[config.mk]
export PLATFORM = sky130hd
export DESIGN_NAME = sysex_ptz_command_receiver
export DESIGN_NICKNAME = d
export VERILOG_FILES = /design/src/rtl/spcr_pkg.sv /design/src/rtl/sysex_ptz_command_receiver.sv
export SDC_FILE = /design/constraint.sdc
export NUM_CORES = 1
export LEC_CHECK = 0
export ABC_AREA = 1
export BUFFER_PORTS_ARGS = -buffer_cell sky130_fd_sc_hd__buf_2
export CORE_UTILIZATION = 45
export DETAILED_ROUTE_END_ITERATION = 7
export PLACE_DENSITY = 0.58
export SLEW_MARGIN = 20
export SYNTH_ARGS = -nofsm -noshare
export SYNTH_HDL_FRONTEND = slang
export SYNTH_SLANG_ARGS = --single-unit
[constraint.sdc]
create_clock -name clk -period 3.45 [get_ports clk]
set_input_delay 0.8625 -clock clk [delete_from_list [all_inputs] [get_ports clk]]
set_output_delay 0.8625 -clock clk [all_outputs]
set_load 0.005 [all_outputs]
[src/rtl/spcr_pkg.sv]
// Package: types, constants and helpers shared by the SysEx PTZ receiver.
`timescale 1ns / 1ps
`default_nettype none

package spcr_pkg;

    // Frame size limit, counting F0 and F7
    localparam int MAX_FRAME = 256;
    localparam int COUNT_W   = $clog2(MAX_FRAME + 1);

    // Result queue
    localparam int QDEPTH  = 4;
    localparam int QPTR_W  = $clog2(QDEPTH);
    localparam int QCNT_W  = $clog2(QDEPTH + 1);

    // Configuration register indexes
    localparam int CFG_IDX_W = 3;
    localparam logic [CFG_IDX_W-1:0] CFG_PAN_LOWER  = 3'd0;
    localparam logic [CFG_IDX_W-1:0] CFG_PAN_UPPER  = 3'd1;
    localparam logic [CFG_IDX_W-1:0] CFG_TILT_LOWER = 3'd2;
    localparam logic [CFG_IDX_W-1:0] CFG_TILT_UPPER = 3'd3;
    localparam logic [CFG_IDX_W-1:0] CFG_ZOOM_LOWER = 3'd4;
    localparam logic [CFG_IDX_W-1:0] CFG_ZOOM_UPPER = 3'd5;

    // MIDI bytes
    localparam logic [7:0] SYX_START = 8'hF0;
    localparam logic [7:0] SYX_END   = 8'hF7;
    localparam logic [7:0] RT_FIRST  = 8'hF8;

    // Frame payload codes
    localparam logic [6:0] PTZ_VERSION = 7'h01;
    localparam logic [6:0] CMD_CAPS    = 7'h01;
    localparam logic [6:0] CMD_SET     = 7'h02;
    localparam logic [6:0] CTRL_PAN    = 7'h01;
    localparam logic [6:0] CTRL_TILT   = 7'h02;
    localparam logic [6:0] CTRL_ZOOM   = 7'h03;

    // byte_count seen at F7 for a seven-byte frame and for a set frame
    localparam logic [COUNT_W-1:0] BC_MIN_FRAME = COUNT_W'(6);
    localparam logic [COUNT_W-1:0] BC_SET_FRAME = COUNT_W'(13);
    localparam logic [COUNT_W-1:0] BC_HDR_FIRST = COUNT_W'(1);
    localparam logic [COUNT_W-1:0] BC_HDR_LAST  = COUNT_W'(4);
    localparam logic [COUNT_W-1:0] BC_BODY_FIRST = COUNT_W'(5);
    localparam logic [COUNT_W-1:0] BC_BODY_LAST  = COUNT_W'(12);
    localparam logic [COUNT_W-1:0] BC_LIMIT      = COUNT_W'(MAX_FRAME);

    // Result kinds
    localparam logic [1:0] KIND_CAPS    = 2'd0;
    localparam logic [1:0] KIND_BAD     = 2'd1;
    localparam logic [1:0] KIND_PANTILT = 2'd2;
    localparam logic [1:0] KIND_ZOOM    = 2'd3;

    typedef struct packed {
        logic       action;
        logic [7:0] midi_byte;
    } in_item_t;

    typedef struct packed {
        logic [1:0]         kind;
        logic signed [31:0] pan_out;
        logic signed [31:0] tilt_out;
        logic [15:0]        zoom_out;
        logic               last;
    } out_item_t;

    // Expected header bytes 1..4: 7D 'P' 'T' 'Z'
    function automatic logic [6:0] hdr_byte(input logic [1:0] idx);
        logic [6:0] b;
        case (idx)
            2'd0:    b = 7'h7D;
            2'd1:    b = 7'h50;
            2'd2:    b = 7'h54;
            default: b = 7'h5A;
        endcase
        return b;
    endfunction

endpackage

`default_nettype wire

[src/rtl/sysex_ptz_command_receiver.sv]
// Top level: MIDI SysEx PTZ command receiver with clamped write results.
`timescale 1ns / 1ps
`default_nettype none

//  channel | beat                      | handshake
//  --------+---------------------------+-----------------------------
//  in      | in_data  (action, byte)   | in_valid / in_stall
//  out     | out_data (kind..last)     | out_valid / out_stall
//  cfg     | cfg_index, cfg_data       | cfg_we, no wait
//
// One input beat per cycle while in_stall is low. A beat is registered, then
// decoded against the frame state and pushed (0..2 results) into a 4-entry
// result queue; results leave from the queue register that the decode wrote.
// in_stall rises only while the input register holds a beat and the queue
// has fewer than two free entries. Reset clears frame state, targets,
// dirty flags and the queue; config registers reset to full ranges.
module sysex_ptz_command_receiver (
    input  wire                          clk,
    input  wire                          rst_n,
    input  wire                          in_valid,
    output logic                         in_stall,
    input  wire spcr_pkg::in_item_t      in_data,
    output logic                         out_valid,
    input  wire                          out_stall,
    output spcr_pkg::out_item_t          out_data,
    input  wire                          cfg_we,
    input  wire [spcr_pkg::CFG_IDX_W-1:0] cfg_index,
    input  wire [31:0]                   cfg_data
);
    import spcr_pkg::*;

    // Configuration
    logic signed [31:0] pan_lo_reg, pan_hi_reg, tilt_lo_reg, tilt_hi_reg;
    logic [15:0]        zoom_lo_reg, zoom_hi_reg;

    // Input register
    logic     in_valid_reg;
    in_item_t in_reg;

    // Frame and target state
    logic               in_frame_reg, in_frame_next;
    logic [COUNT_W-1:0] byte_count_reg, byte_count_next;
    logic               header_ok_reg, header_ok_next;
    logic [6:0]         frame_bytes_reg [8];
    logic [31:0]        pan_target_reg, pan_target_next;
    logic [31:0]        tilt_target_reg, tilt_target_next;
    logic [31:0]        zoom_target_reg, zoom_target_next;
    logic               pantilt_dirty_reg, pantilt_dirty_next;
    logic               zoom_dirty_reg, zoom_dirty_next;

    // Result queue
    out_item_t          queue_reg [QDEPTH];
    logic [QPTR_W-1:0]  wr_ptr_reg, rd_ptr_reg;
    logic [QCNT_W-1:0]  count_reg;

    // Processing stage
    logic               proc;
    logic               pop;
    logic               fb_we;
    logic [2:0]         fb_idx;
    logic [1:0]         n_res;
    out_item_t          res0, res1;
    logic [31:0]        set_value;
    logic signed [31:0] pan_clamped, tilt_clamped, zoom_clamped;
    logic signed [31:0] zoom_lo_s, zoom_hi_s;
    logic [7:0]         b;
    logic [1:0]         dec_kind;
    logic               dec_emit;

    // Room for two results is checked on registered count only, so the
    // input side never waits on out_stall combinationally.
    assign proc     = in_valid_reg && (count_reg <= QCNT_W'(QDEPTH - 2));
    assign in_stall = in_valid_reg && !proc;
    assign pop      = out_valid && !out_stall;
    assign out_valid = (count_reg != '0);
    assign out_data  = queue_reg[rd_ptr_reg];
    assign b         = in_reg.midi_byte;

    // 35-bit value from five 7-bit groups, LS group first; keep low 32
    assign set_value = {frame_bytes_reg[7][3:0], frame_bytes_reg[6], frame_bytes_reg[5],
                        frame_bytes_reg[4], frame_bytes_reg[3]};

    // Clamps: below lower gives lower, else above upper gives upper
    assign zoom_lo_s = $signed({16'd0, zoom_lo_reg});
    assign zoom_hi_s = $signed({16'd0, zoom_hi_reg});

    always_comb
    begin
        if ($signed(pan_target_reg) < pan_lo_reg)
            pan_clamped = pan_lo_reg;
        else if ($signed(pan_target_reg) > pan_hi_reg)
            pan_clamped = pan_hi_reg;
        else
            pan_clamped = $signed(pan_target_reg);

        if ($signed(tilt_target_reg) < tilt_lo_reg)
            tilt_clamped = tilt_lo_reg;
        else if ($signed(tilt_target_reg) > tilt_hi_reg)
            tilt_clamped = tilt_hi_reg;
        else
            tilt_clamped = $signed(tilt_target_reg);

        if ($signed(zoom_target_reg) < zoom_lo_s)
            zoom_clamped = zoom_lo_s;
        else if ($signed(zoom_target_reg) > zoom_hi_s)
            zoom_clamped = zoom_hi_s;
        else
            zoom_clamped = $signed(zoom_target_reg);
    end

    // Frame decode at F7 (result kind only; set writes handled below)
    always_comb
    begin
        dec_emit = 1'b0;
        dec_kind = KIND_BAD;
        if (byte_count_reg >= BC_MIN_FRAME && header_ok_reg)
        begin
            if (byte_count_reg == BC_MIN_FRAME)
                dec_emit = 1'b1;            // F7 sits where the command goes
            else if (frame_bytes_reg[0] != PTZ_VERSION)
                dec_emit = 1'b1;
            else if (frame_bytes_reg[1] == CMD_CAPS)
            begin
                dec_emit = 1'b1;
                dec_kind = KIND_CAPS;
            end
            else if (frame_bytes_reg[1] != CMD_SET || byte_count_reg != BC_SET_FRAME)
                dec_emit = 1'b1;
            else if (frame_bytes_reg[2] != CTRL_PAN && frame_bytes_reg[2] != CTRL_TILT
                     && frame_bytes_reg[2] != CTRL_ZOOM)
                dec_emit = 1'b1;
        end
    end

    always_comb
    begin
        in_frame_next      = in_frame_reg;
        byte_count_next    = byte_count_reg;
        header_ok_next     = header_ok_reg;
        pan_target_next    = pan_target_reg;
        tilt_target_next   = tilt_target_reg;
        zoom_target_next   = zoom_target_reg;
        pantilt_dirty_next = pantilt_dirty_reg;
        zoom_dirty_next    = zoom_dirty_reg;
        fb_we              = 1'b0;
        fb_idx             = byte_count_reg[2:0] - 3'd5;
        n_res              = 2'd0;
        res0               = '0;
        res1               = '0;

        if (proc)
        begin
            if (in_reg.action)
            begin
                // flush tick
                if (pantilt_dirty_reg)
                begin
                    res0.kind     = KIND_PANTILT;
                    res0.pan_out  = pan_clamped;
                    res0.tilt_out = tilt_clamped;
                    res0.last     = !zoom_dirty_reg;
                    pantilt_dirty_next = 1'b0;
                    if (zoom_dirty_reg)
                    begin
                        res1.kind     = KIND_ZOOM;
                        res1.zoom_out = zoom_clamped[15:0];
                        res1.last     = 1'b1;
                        n_res         = 2'd2;
                    end
                    else
                        n_res = 2'd1;
                end
                else if (zoom_dirty_reg)
                begin
                    res0.kind     = KIND_ZOOM;
                    res0.zoom_out = zoom_clamped[15:0];
                    res0.last     = 1'b1;
                    n_res         = 2'd1;
                end
                zoom_dirty_next = 1'b0;
            end
            else if (b == SYX_START)
            begin
                in_frame_next   = 1'b1;
                byte_count_next = BC_HDR_FIRST;
                header_ok_next  = 1'b1;
            end
            else if (!in_frame_reg || b >= RT_FIRST)
            begin
                // realtime bytes and stray bytes: no effect
            end
            else if (b == SYX_END)
            begin
                if (byte_count_reg < BC_LIMIT)
                begin
                    if (dec_emit)
                    begin
                        res0.kind = dec_kind;
                        res0.last = 1'b1;
                        n_res     = 2'd1;
                    end
                    else if (byte_count_reg == BC_SET_FRAME && header_ok_reg
                             && frame_bytes_reg[0] == PTZ_VERSION
                             && frame_bytes_reg[1] == CMD_SET)
                    begin
                        case (frame_bytes_reg[2])
                            CTRL_PAN:
                            begin
                                pan_target_next    = set_value;
                                pantilt_dirty_next = 1'b1;
                            end
                            CTRL_TILT:
                            begin
                                tilt_target_next   = set_value;
                                pantilt_dirty_next = 1'b1;
                            end
                            CTRL_ZOOM:
                            begin
                                zoom_target_next = set_value;
                                zoom_dirty_next  = 1'b1;
                            end
                            default:
                            begin
                            end
                        endcase
                    end
                end
                in_frame_next = 1'b0;
            end
            else if (b[7])
                in_frame_next = 1'b0;       // other status byte aborts
            else if (byte_count_reg < BC_LIMIT)
            begin
                if (byte_count_reg >= BC_HDR_FIRST && byte_count_reg <= BC_HDR_LAST
                    && b[6:0] != hdr_byte(2'(byte_count_reg - BC_HDR_FIRST)))
                    header_ok_next = 1'b0;
                if (byte_count_reg >= BC_BODY_FIRST && byte_count_reg <= BC_BODY_LAST)
                    fb_we = 1'b1;
                byte_count_next = byte_count_reg + COUNT_W'(1);
            end
            else
                in_frame_next = 1'b0;       // oversize frame dropped
        end
    end

    // Input register
    always_ff @(posedge clk or negedge rst_n)
    begin
        if (!rst_n)
            in_valid_reg <= 1'b0;
        else if (!in_stall)
            in_valid_reg <= in_valid;
    end

    always_ff @(posedge clk)
    begin
        if (!in_stall)
            in_reg <= in_data;
    end

    // Configuration registers
    always_ff @(posedge clk or negedge rst_n)
    begin
        if (!rst_n)
        begin
            pan_lo_reg  <= 32'sh8000_0000;
            pan_hi_reg  <= 32'sh7FFF_FFFF;
            tilt_lo_reg <= 32'sh8000_0000;
            tilt_hi_reg <= 32'sh7FFF_FFFF;
            zoom_lo_reg <= 16'h0000;
            zoom_hi_reg <= 16'hFFFF;
        end
        else if (cfg_we)
        begin
            case (cfg_index)
                CFG_PAN_LOWER:  pan_lo_reg  <= $signed(cfg_data);
                CFG_PAN_UPPER:  pan_hi_reg  <= $signed(cfg_data);
                CFG_TILT_LOWER: tilt_lo_reg <= $signed(cfg_data);
                CFG_TILT_UPPER: tilt_hi_reg <= $signed(cfg_data);
                CFG_ZOOM_LOWER: zoom_lo_reg <= cfg_data[15:0];
                CFG_ZOOM_UPPER: zoom_hi_reg <= cfg_data[15:0];
                default:
                begin
                end
            endcase
        end
    end

    // Frame state and targets
    always_ff @(posedge clk or negedge rst_n)
    begin
        if (!rst_n)
        begin
            in_frame_reg      <= 1'b0;
            byte_count_reg    <= '0;
            header_ok_reg     <= 1'b0;
            pan_target_reg    <= '0;
            tilt_target_reg   <= '0;
            zoom_target_reg   <= '0;
            pantilt_dirty_reg <= 1'b0;
            zoom_dirty_reg    <= 1'b0;
        end
        else
        begin
            in_frame_reg      <= in_frame_next;
            byte_count_reg    <= byte_count_next;
            header_ok_reg     <= header_ok_next;
            pan_target_reg    <= pan_target_next;
            tilt_target_reg   <= tilt_target_next;
            zoom_target_reg   <= zoom_target_next;
            pantilt_dirty_reg <= pantilt_dirty_next;
            zoom_dirty_reg    <= zoom_dirty_next;
        end
    end

    // Frame body bytes 5..12
    always_ff @(posedge clk)
    begin
        if (fb_we)
            frame_bytes_reg[fb_idx] <= b[6:0];
    end

    // Result queue
    always_ff @(posedge clk)
    begin
        if (n_res != 2'd0)
            queue_reg[wr_ptr_reg] <= res0;
        if (n_res == 2'd2)
            queue_reg[wr_ptr_reg + QPTR_W'(1)] <= res1;
    end

    always_ff @(posedge clk or negedge rst_n)
    begin
        if (!rst_n)
        begin
            wr_ptr_reg <= '0;
            rd_ptr_reg <= '0;
            count_reg  <= '0;
        end
        else
        begin
            wr_ptr_reg <= wr_ptr_reg + QPTR_W'(n_res);
            if (pop)
                rd_ptr_reg <= rd_ptr_reg + QPTR_W'(1);
            count_reg <= count_reg + QCNT_W'(n_res) - QCNT_W'(pop);
        end
    end

endmodule

`default_nettype wire

==> flow_metrics.env, run 1 <==
export IMPL_wl_um=108000
export IMPL_dp_cells=5261
export IMPL_leakage_nw=18.9
export IMPL_fin_nets=4590
export IMPL_fin_area_mm2=0.0382
export IMPL_cap_violations=0
export IMPL_fillers=7314
export IMPL_critPathLaunchType="register"
export IMPL_multiInputGateArea_mm2=0.0147
export IMPL_cp_end_kind="primary output"
export IMPL_clk_latency_ns=0.63
export IMPL_drive_gt1_share_pct=10.6
export IMPL_fin_worst_skew_ns=0.0184
export IMPL_top_layer="met5"
export IMPL_drt_iter0_markers=2423
export IMPL_synthesis_area_mm2=0.0341
export IMPL_relSlewSlack_pct=30.5
export IMPL_grt_overflow=0
export IMPL_die_area_mm2=0.0768
export IMPL_rr_worst_depth=14
export IMPL_largest_register_ffs=332
export IMPL_coreArea_mm2=0.0747
export IMPL_drt_met1_wl_um=49600
export IMPL_crit_type="register to primary output"
export IMPL_outcome="complete, no violations"
export IMPL_track_usage_pct=28.3
export IMPL_final_util_pct=51.2
export IMPL_fin_crit_sh_pct=94.2
export IMPL_post_route_min_period_ns=3.25
export IMPL_cp_max_fo=41
export IMPL_rrSetupSlack_ns=0.45
export IMPL_routed_via_density=5.49
export IMPL_synth_warnings=0
export IMPL_setup_viol_count_final=0
export IMPL_area_growth_pct=12.3
export IMPL_cts_path_max_buffers=3
export IMPL_die_w_um=277
export IMPL_cts_max_level=3
export IMPL_chipHeight_um=277
export IMPL_globalplace_congestion=0.887
export IMPL_yosysSeqAreaShare_pct=47.9
export IMPL_stdcell_count=5408
export IMPL_numClockSinks=671
export IMPL_antenna_found_initial=5
export IMPL_worst_slack_ns=0.200
export IMPL_drtPass1Iterations=5
export IMPL_wire_per_inst_um=20.0
export IMPL_wl_met3_um=7100
export IMPL_grt_pass1_vias=28300
export IMPL_cts_root_buf="clkbuf_16"
export IMPL_regArea_mm2=0.0163
export IMPL_dr_wl_met2_um=48600
export IMPL_worst_slew_pin_slew_ns=1.04
export IMPL_path_clk_slew_ns=0.06
export IMPL_p_per_area_mw_per_mm2=671
export IMPL_synth_net_count=4527
export IMPL_cts_inserted_buffers=77
export IMPL_dp_hpwl_um=73200
export IMPL_initial_core_util_pct=45.6
export IMPL_holdBufCountCts=0
export IMPL_num_rows=100
export IMPL_avgSynthCellArea_um2=7.91
export IMPL_clock_fmax_mhz=308
export IMPL_worstPathRequired_ns=2.59
export IMPL_syn_inst=4308
export IMPL_drc_errors=0
export IMPL_crit_arrival_ns=2.39
export IMPL_maxSlewViolCount=0
export IMPL_grt_first_pass_wirelength_um=168000
export IMPL_finalSetupTns_ns=0
export IMPL_rsz0062_at_grt="false"
export IMPL_vdd_drop_max_v=0.000559
export IMPL_cts_tree="built"
export IMPL_vias=29700
export IMPL_hold_viol=0
export IMPL_io_buffers=133
export IMPL_ys_types=50
export IMPL_place_ws_ns=0.467
export IMPL_hp_class="input port to async pin"
export IMPL_placed_area_mm2=0.0357
export IMPL_antenna_left=0
export IMPL_grt_max_degree=109
export IMPL_ioPinCount=134
export IMPL_ys_ff_latch=671
export IMPL_cts_setup_buffers=0
## layout by cell type, fill, tap and decap left out, drive strengths merged, types with 3 or more instances in the layout
cell type / count
a21oi: 130
ha: 169
nand4: 169
o21a: 6
bufinv: 4
diode: 4
or2: 5
edfxtp: 138
nand3: 415
buf: 214
nand3b: 3
a211oi: 3
nor4: 5
clkinvlp: 3
inv: 513
dfstp: 80
dfrtp: 197
and3: 3
clkbuf: 113
nor3: 20
dfxtp: 256
a21o: 6
xor2: 6
o22ai: 84
nand2: 1071
nor2: 253
o21ai: 533
clkinv: 22
## metrics by stage
step / power [W] / hold WS [ns]
after CTS: 0.0258 / 0.123
final: 0.0257 / 0.121
after global placement: 0.0174 / 0.432
after floorplan: 0.0144 / 0.421
after global routing: 0.0271 / 0.137
after detailed placement: 0.0175 / 0.434
## critical path, stage by stage, from the launching register on
cell     delay (ns)
dfrtp_4        0.52
inv_6          0.37
o21ai_0        0.16
o22ai_1        0.48
buf_2          0.22
## cells by family (layout without fill, tap and decap cells)
logic type      after synthesis  after routing  share of synthesized area [%]
simple gates               1945           1945                           24.6
flops                       671            671                           47.9
other cells                   0              4                              0
xor+xnor                      8              8                          0.206
compound gates              772            772                           12.0
fa+ha+maj                   170            170                           6.27
buf+inv                     742            869                           9.07
## synth_stat cells (all sizes together)
| cell | n | share of area [%] |
|---|---|---|
| nand2 | 1071 | 12 |
| o21ai | 533 | 7.8 |
| inv | 511 | 5.6 |
| nand3 | 415 | 6.1 |
| dfxtp | 256 | 15 |
| nor2 | 253 | 2.9 |
| dfrtp | 197 | 14 |
| ha | 169 | 6.2 |
| nand4 | 169 | 3.1 |
| clkbuf | 153 | 1.7 |
| edfxtp | 138 | 12 |
| a21oi | 130 | 2.0 |
| o22ai | 84 | 1.5 |
| dfstp | 80 | 6.2 |
| buf | 77 | 1.7 |
| nor3 | 20 | 0.31 |
| a21o | 6 | 0.13 |
| o21a | 6 | 0.13 |
| xor2 | 6 | 0.15 |
| nor4 | 5 | 0.13 |
| or2 | 5 | 0.092 |
| a211oi | 3 | 0.066 |
| and3 | 3 | 0.055 |
| nand3b | 3 | 0.066 |
| a21boi | 2 | 0.055 |
| a31oi | 2 | 0.037 |
| o2111ai | 2 | 0.051 |
| o21bai | 2 | 0.044 |
| xnor2 | 2 | 0.051 |
| a221oi | 1 | 0.026 |
| clkinv | 1 | 0.011 |
| fa | 1 | 0.059 |
| o211ai | 1 | 0.022 |
| or3 | 1 | 0.018 |
## final timing paths
kind                                   start               end
hold / removal                         rst_n      in_valid_reg
setup / recovery               rd_ptr_reg[0]       out_data[0]
setup reg to reg           byte_count_reg[0]      count_reg[2]
max in group asynchronous              rst_n    tilt_hi_reg[7]
hold reg to reg             queue_reg[1][41]  queue_reg[1][41]
min in group clk                  in_data[6]              b[6]
## power by group
part / internal (W) / switching, W
clock: 0.00482 / 0.00344
sequential: 0.00923 / 0.000572
combinational: 0.00245 / 0.00514
## area by class of cell
class / instances / area share [%]
antenna: 4 / 0.0262
clock buffer: 113 / 5.84
clock inverter: 30 / 0.861
inverter: 512 / 5.04
multi-input combinational: 2895 / 38.5
sequential: 671 / 42.6
tap: 969 / 3.17
timing repair buffer: 214 / 3.91
## timing repair
action | 4_1_cts | 5_1_grt
resized for setup | 0 | 1
endpoints found under the setup margin | 0 | 1
endpoints found under the hold margin | 0 | 0
## per-layer routing
metal	vias to the layer above	track usage, %
li1	14500	-
met4	2	9.17
met3	159	3.78
met5	-	0
met2	986	44.7
met1	14100	39.9
(Power assumes the default switching activity.)
==> run 2, diff against run 1 <==
- GPL_TIMING_DRIVEN: not set -> 0
==> flow_metrics.env, run 2 (same netlist as run 1, synthesis figures left out) <==
export IMPL_outcome="complete, no violations"
export IMPL_cap_violations=0
export IMPL_coreArea_mm2=0.0747
export IMPL_cp_end_kind="primary output"
export IMPL_r2r_start="b[0]"
export IMPL_combinationalPowerShare_pct=30.7
export IMPL_grt_pass1_vias=28700
export IMPL_internal_power_w=0.0166
export IMPL_hold_ws_ns=0.159
export IMPL_globalplace_congestion=0.930
export IMPL_cts_max_level=3
export IMPL_grt_max_degree=83
export IMPL_mostFrequentLayoutCell="nand2_1"
export IMPL_netSwitchingPower_w=0.00954
export IMPL_rsz0062_at_grt="false"
export IMPL_drt_iter0_markers=3068
export IMPL_initial_core_util_pct=45.6
export IMPL_numClockSinks=671
export IMPL_cts_inserted_buffers=75
export IMPL_wl_um=117000
export IMPL_hp_class="input port to async pin"
export IMPL_die_w_um=277
export IMPL_num_rows=100
export IMPL_crit_type="register to primary output"
export IMPL_cts_path_max_buffers=3
export IMPL_cts_root_buf="clkbuf_16"
export IMPL_post_route_min_period_ns=3.29
export IMPL_wire_per_inst_um=21.0
export IMPL_fin_nets=4750
export IMPL_multiInputGateArea_mm2=0.0147
export IMPL_die_area_mm2=0.0768
export IMPL_seq_power_share_pct=37.7
export IMPL_critPathLaunchType="register"
export IMPL_switching_share_pct=36.4
export IMPL_p_per_area_mw_per_mm2=674
export IMPL_fin_worst_skew_ns=0.0248
export IMPL_drc_errors=0
export IMPL_antenna_left=0
export IMPL_clock_fmax_mhz=304
export IMPL_track_usage_pct=30.4
export IMPL_path_clk_slew_ns=0.06
export IMPL_area_growth_pct=14.0
export IMPL_hold_viol=0
export IMPL_antenna_found_initial=10
export IMPL_regArea_mm2=0.0163
export IMPL_drive_gt1_share_pct=11.1
export IMPL_holdBufCountCts=0
export IMPL_grt_overflow=0
export IMPL_fin_crit_sh_pct=95.4
export IMPL_crit_arrival_ns=2.43
export IMPL_drtPass1Iterations=6
export IMPL_grt_first_pass_wirelength_um=177000
export IMPL_worstPathRequired_ns=2.59
export IMPL_worst_slew_pin_slew_ns=0.841
export IMPL_r2r_end="queue_reg[1][11]"
export IMPL_clk_latency_ns=0.63
export IMPL_ioPinCount=134
export IMPL_most_common_layout_cells="nand2_1 (1068), o21ai_0 (495), inv_1 (494)"
export IMPL_io_buffers=133
export IMPL_setup_viol_count_final=0
export IMPL_vdd_drop_max_v=0.000400
export IMPL_fillers=7235
export IMPL_routed_via_density=5.49
export IMPL_cts_tree="built"
export IMPL_relSlewSlack_pct=43.9
export IMPL_leakage_nw=19.1
export IMPL_chipHeight_um=277
export IMPL_rrSetupSlack_ns=0.21
export IMPL_rr_worst_depth=11
export IMPL_power_frac_clock_pct=31.6
export IMPL_vias=30600
export IMPL_finalSetupTns_ns=0
export IMPL_cp_max_fo=10
export IMPL_largest_register_ffs=332
export IMPL_maxSlewViolCount=0
export IMPL_dp_hpwl_um=85700
==> run 2: changes by cell type in the layout (fill, tap and decap cells not counted), moves of 13 or more <==
cell	before	now
buf_12	17	4
clkbuf_1	19	125
clkbuf_2	0	30
buf_4	64	41
buf_2	132	155
buf_6	0	20
==> run 2: critical path, cell delays in order (launching register included) <==
cell      delay (ns)
dfrtp_1         0.41
inv_1           0.10
clkbuf_4        0.33
clkbuf_2        0.37
o21ai_0         0.15
o22ai_1         0.27
buf_2           0.18
==> run 2: how the worst max path moves through the flow <==
stage / from / end / slack, ns
3_3_place_gp: rst_n / pan_lo_reg[28] / -4.01
5_1_grt: rd_ptr_reg[1] / out_data[52] / 0.0002
4_1_cts: rd_ptr_reg[1] / out_data[16] / 0.02
6_report: rd_ptr_reg[1] / out_data[81] / 0.16
2_1_floorplan: byte_count_reg[0] / queue_reg[3][0] / 0.75
3_5_place_dp: rd_ptr_reg[0] / out_data[80] / -0.45
==> run 2: timing repair <==
item                       in CTS  in global routing
setup endpoints to repair     159                 95
gates resized for setup        50                 20
pin swaps                       0                  1
hold endpoints to repair        0                  0
buffers inserted                5                  6
==> run 2: area by class of cell <==
cell class / count / area share, %
multi-input cells: 2895 / 37.8
flip-flops and latches: 671 / 42.0
clock inverters: 33 / 0.834
inverters: 512 / 4.99
clock buffers: 107 / 5.70
well taps: 969 / 3.12
repair buffers: 147 / 2.29
diodes: 3 / 0.0193
plain buffers: 229 / 3.26
==> run 2: power groups by stage <==
stage | combinational (W) | sequential, W | clock (W)
after floorplan | 0.00464 | 0.00977 | 0
after global placement | 0.00779 | 0.00998 | 0
after detailed placement | 0.00786 | 0.00999 | 0
after CTS | 0.00800 | 0.00987 | 0.00840
after global routing | 0.00886 | 0.00998 | 0.00870
final | 0.00804 | 0.00986 | 0.00828
==> run 2: per-stage QoR <==
step                      util [%]  setup slack (ns)  cells  cell area [um^2]  total power (W)
after floorplan                  -             0.749   4308             34100           0.0144
after global placement        48.1             -4.01   5410             35900           0.0178
after detailed placement      48.2            -0.446   5413             36000           0.0178
after CTS                     51.9            0.0172   5557             38800           0.0263
after global routing          52.0          0.000244   5563             38800           0.0275
final                         52.0             0.157   5566             38800           0.0262
==> run 2: layer usage <==
layer  global-route usage, %  vias up  wire, um
li1                        -    14800         -
met5                       0        -        32
met4                    10.2        4      3560
met2                    46.9     1088     51700
met3                    3.30      171      8660
met1                    44.4    14500     53000
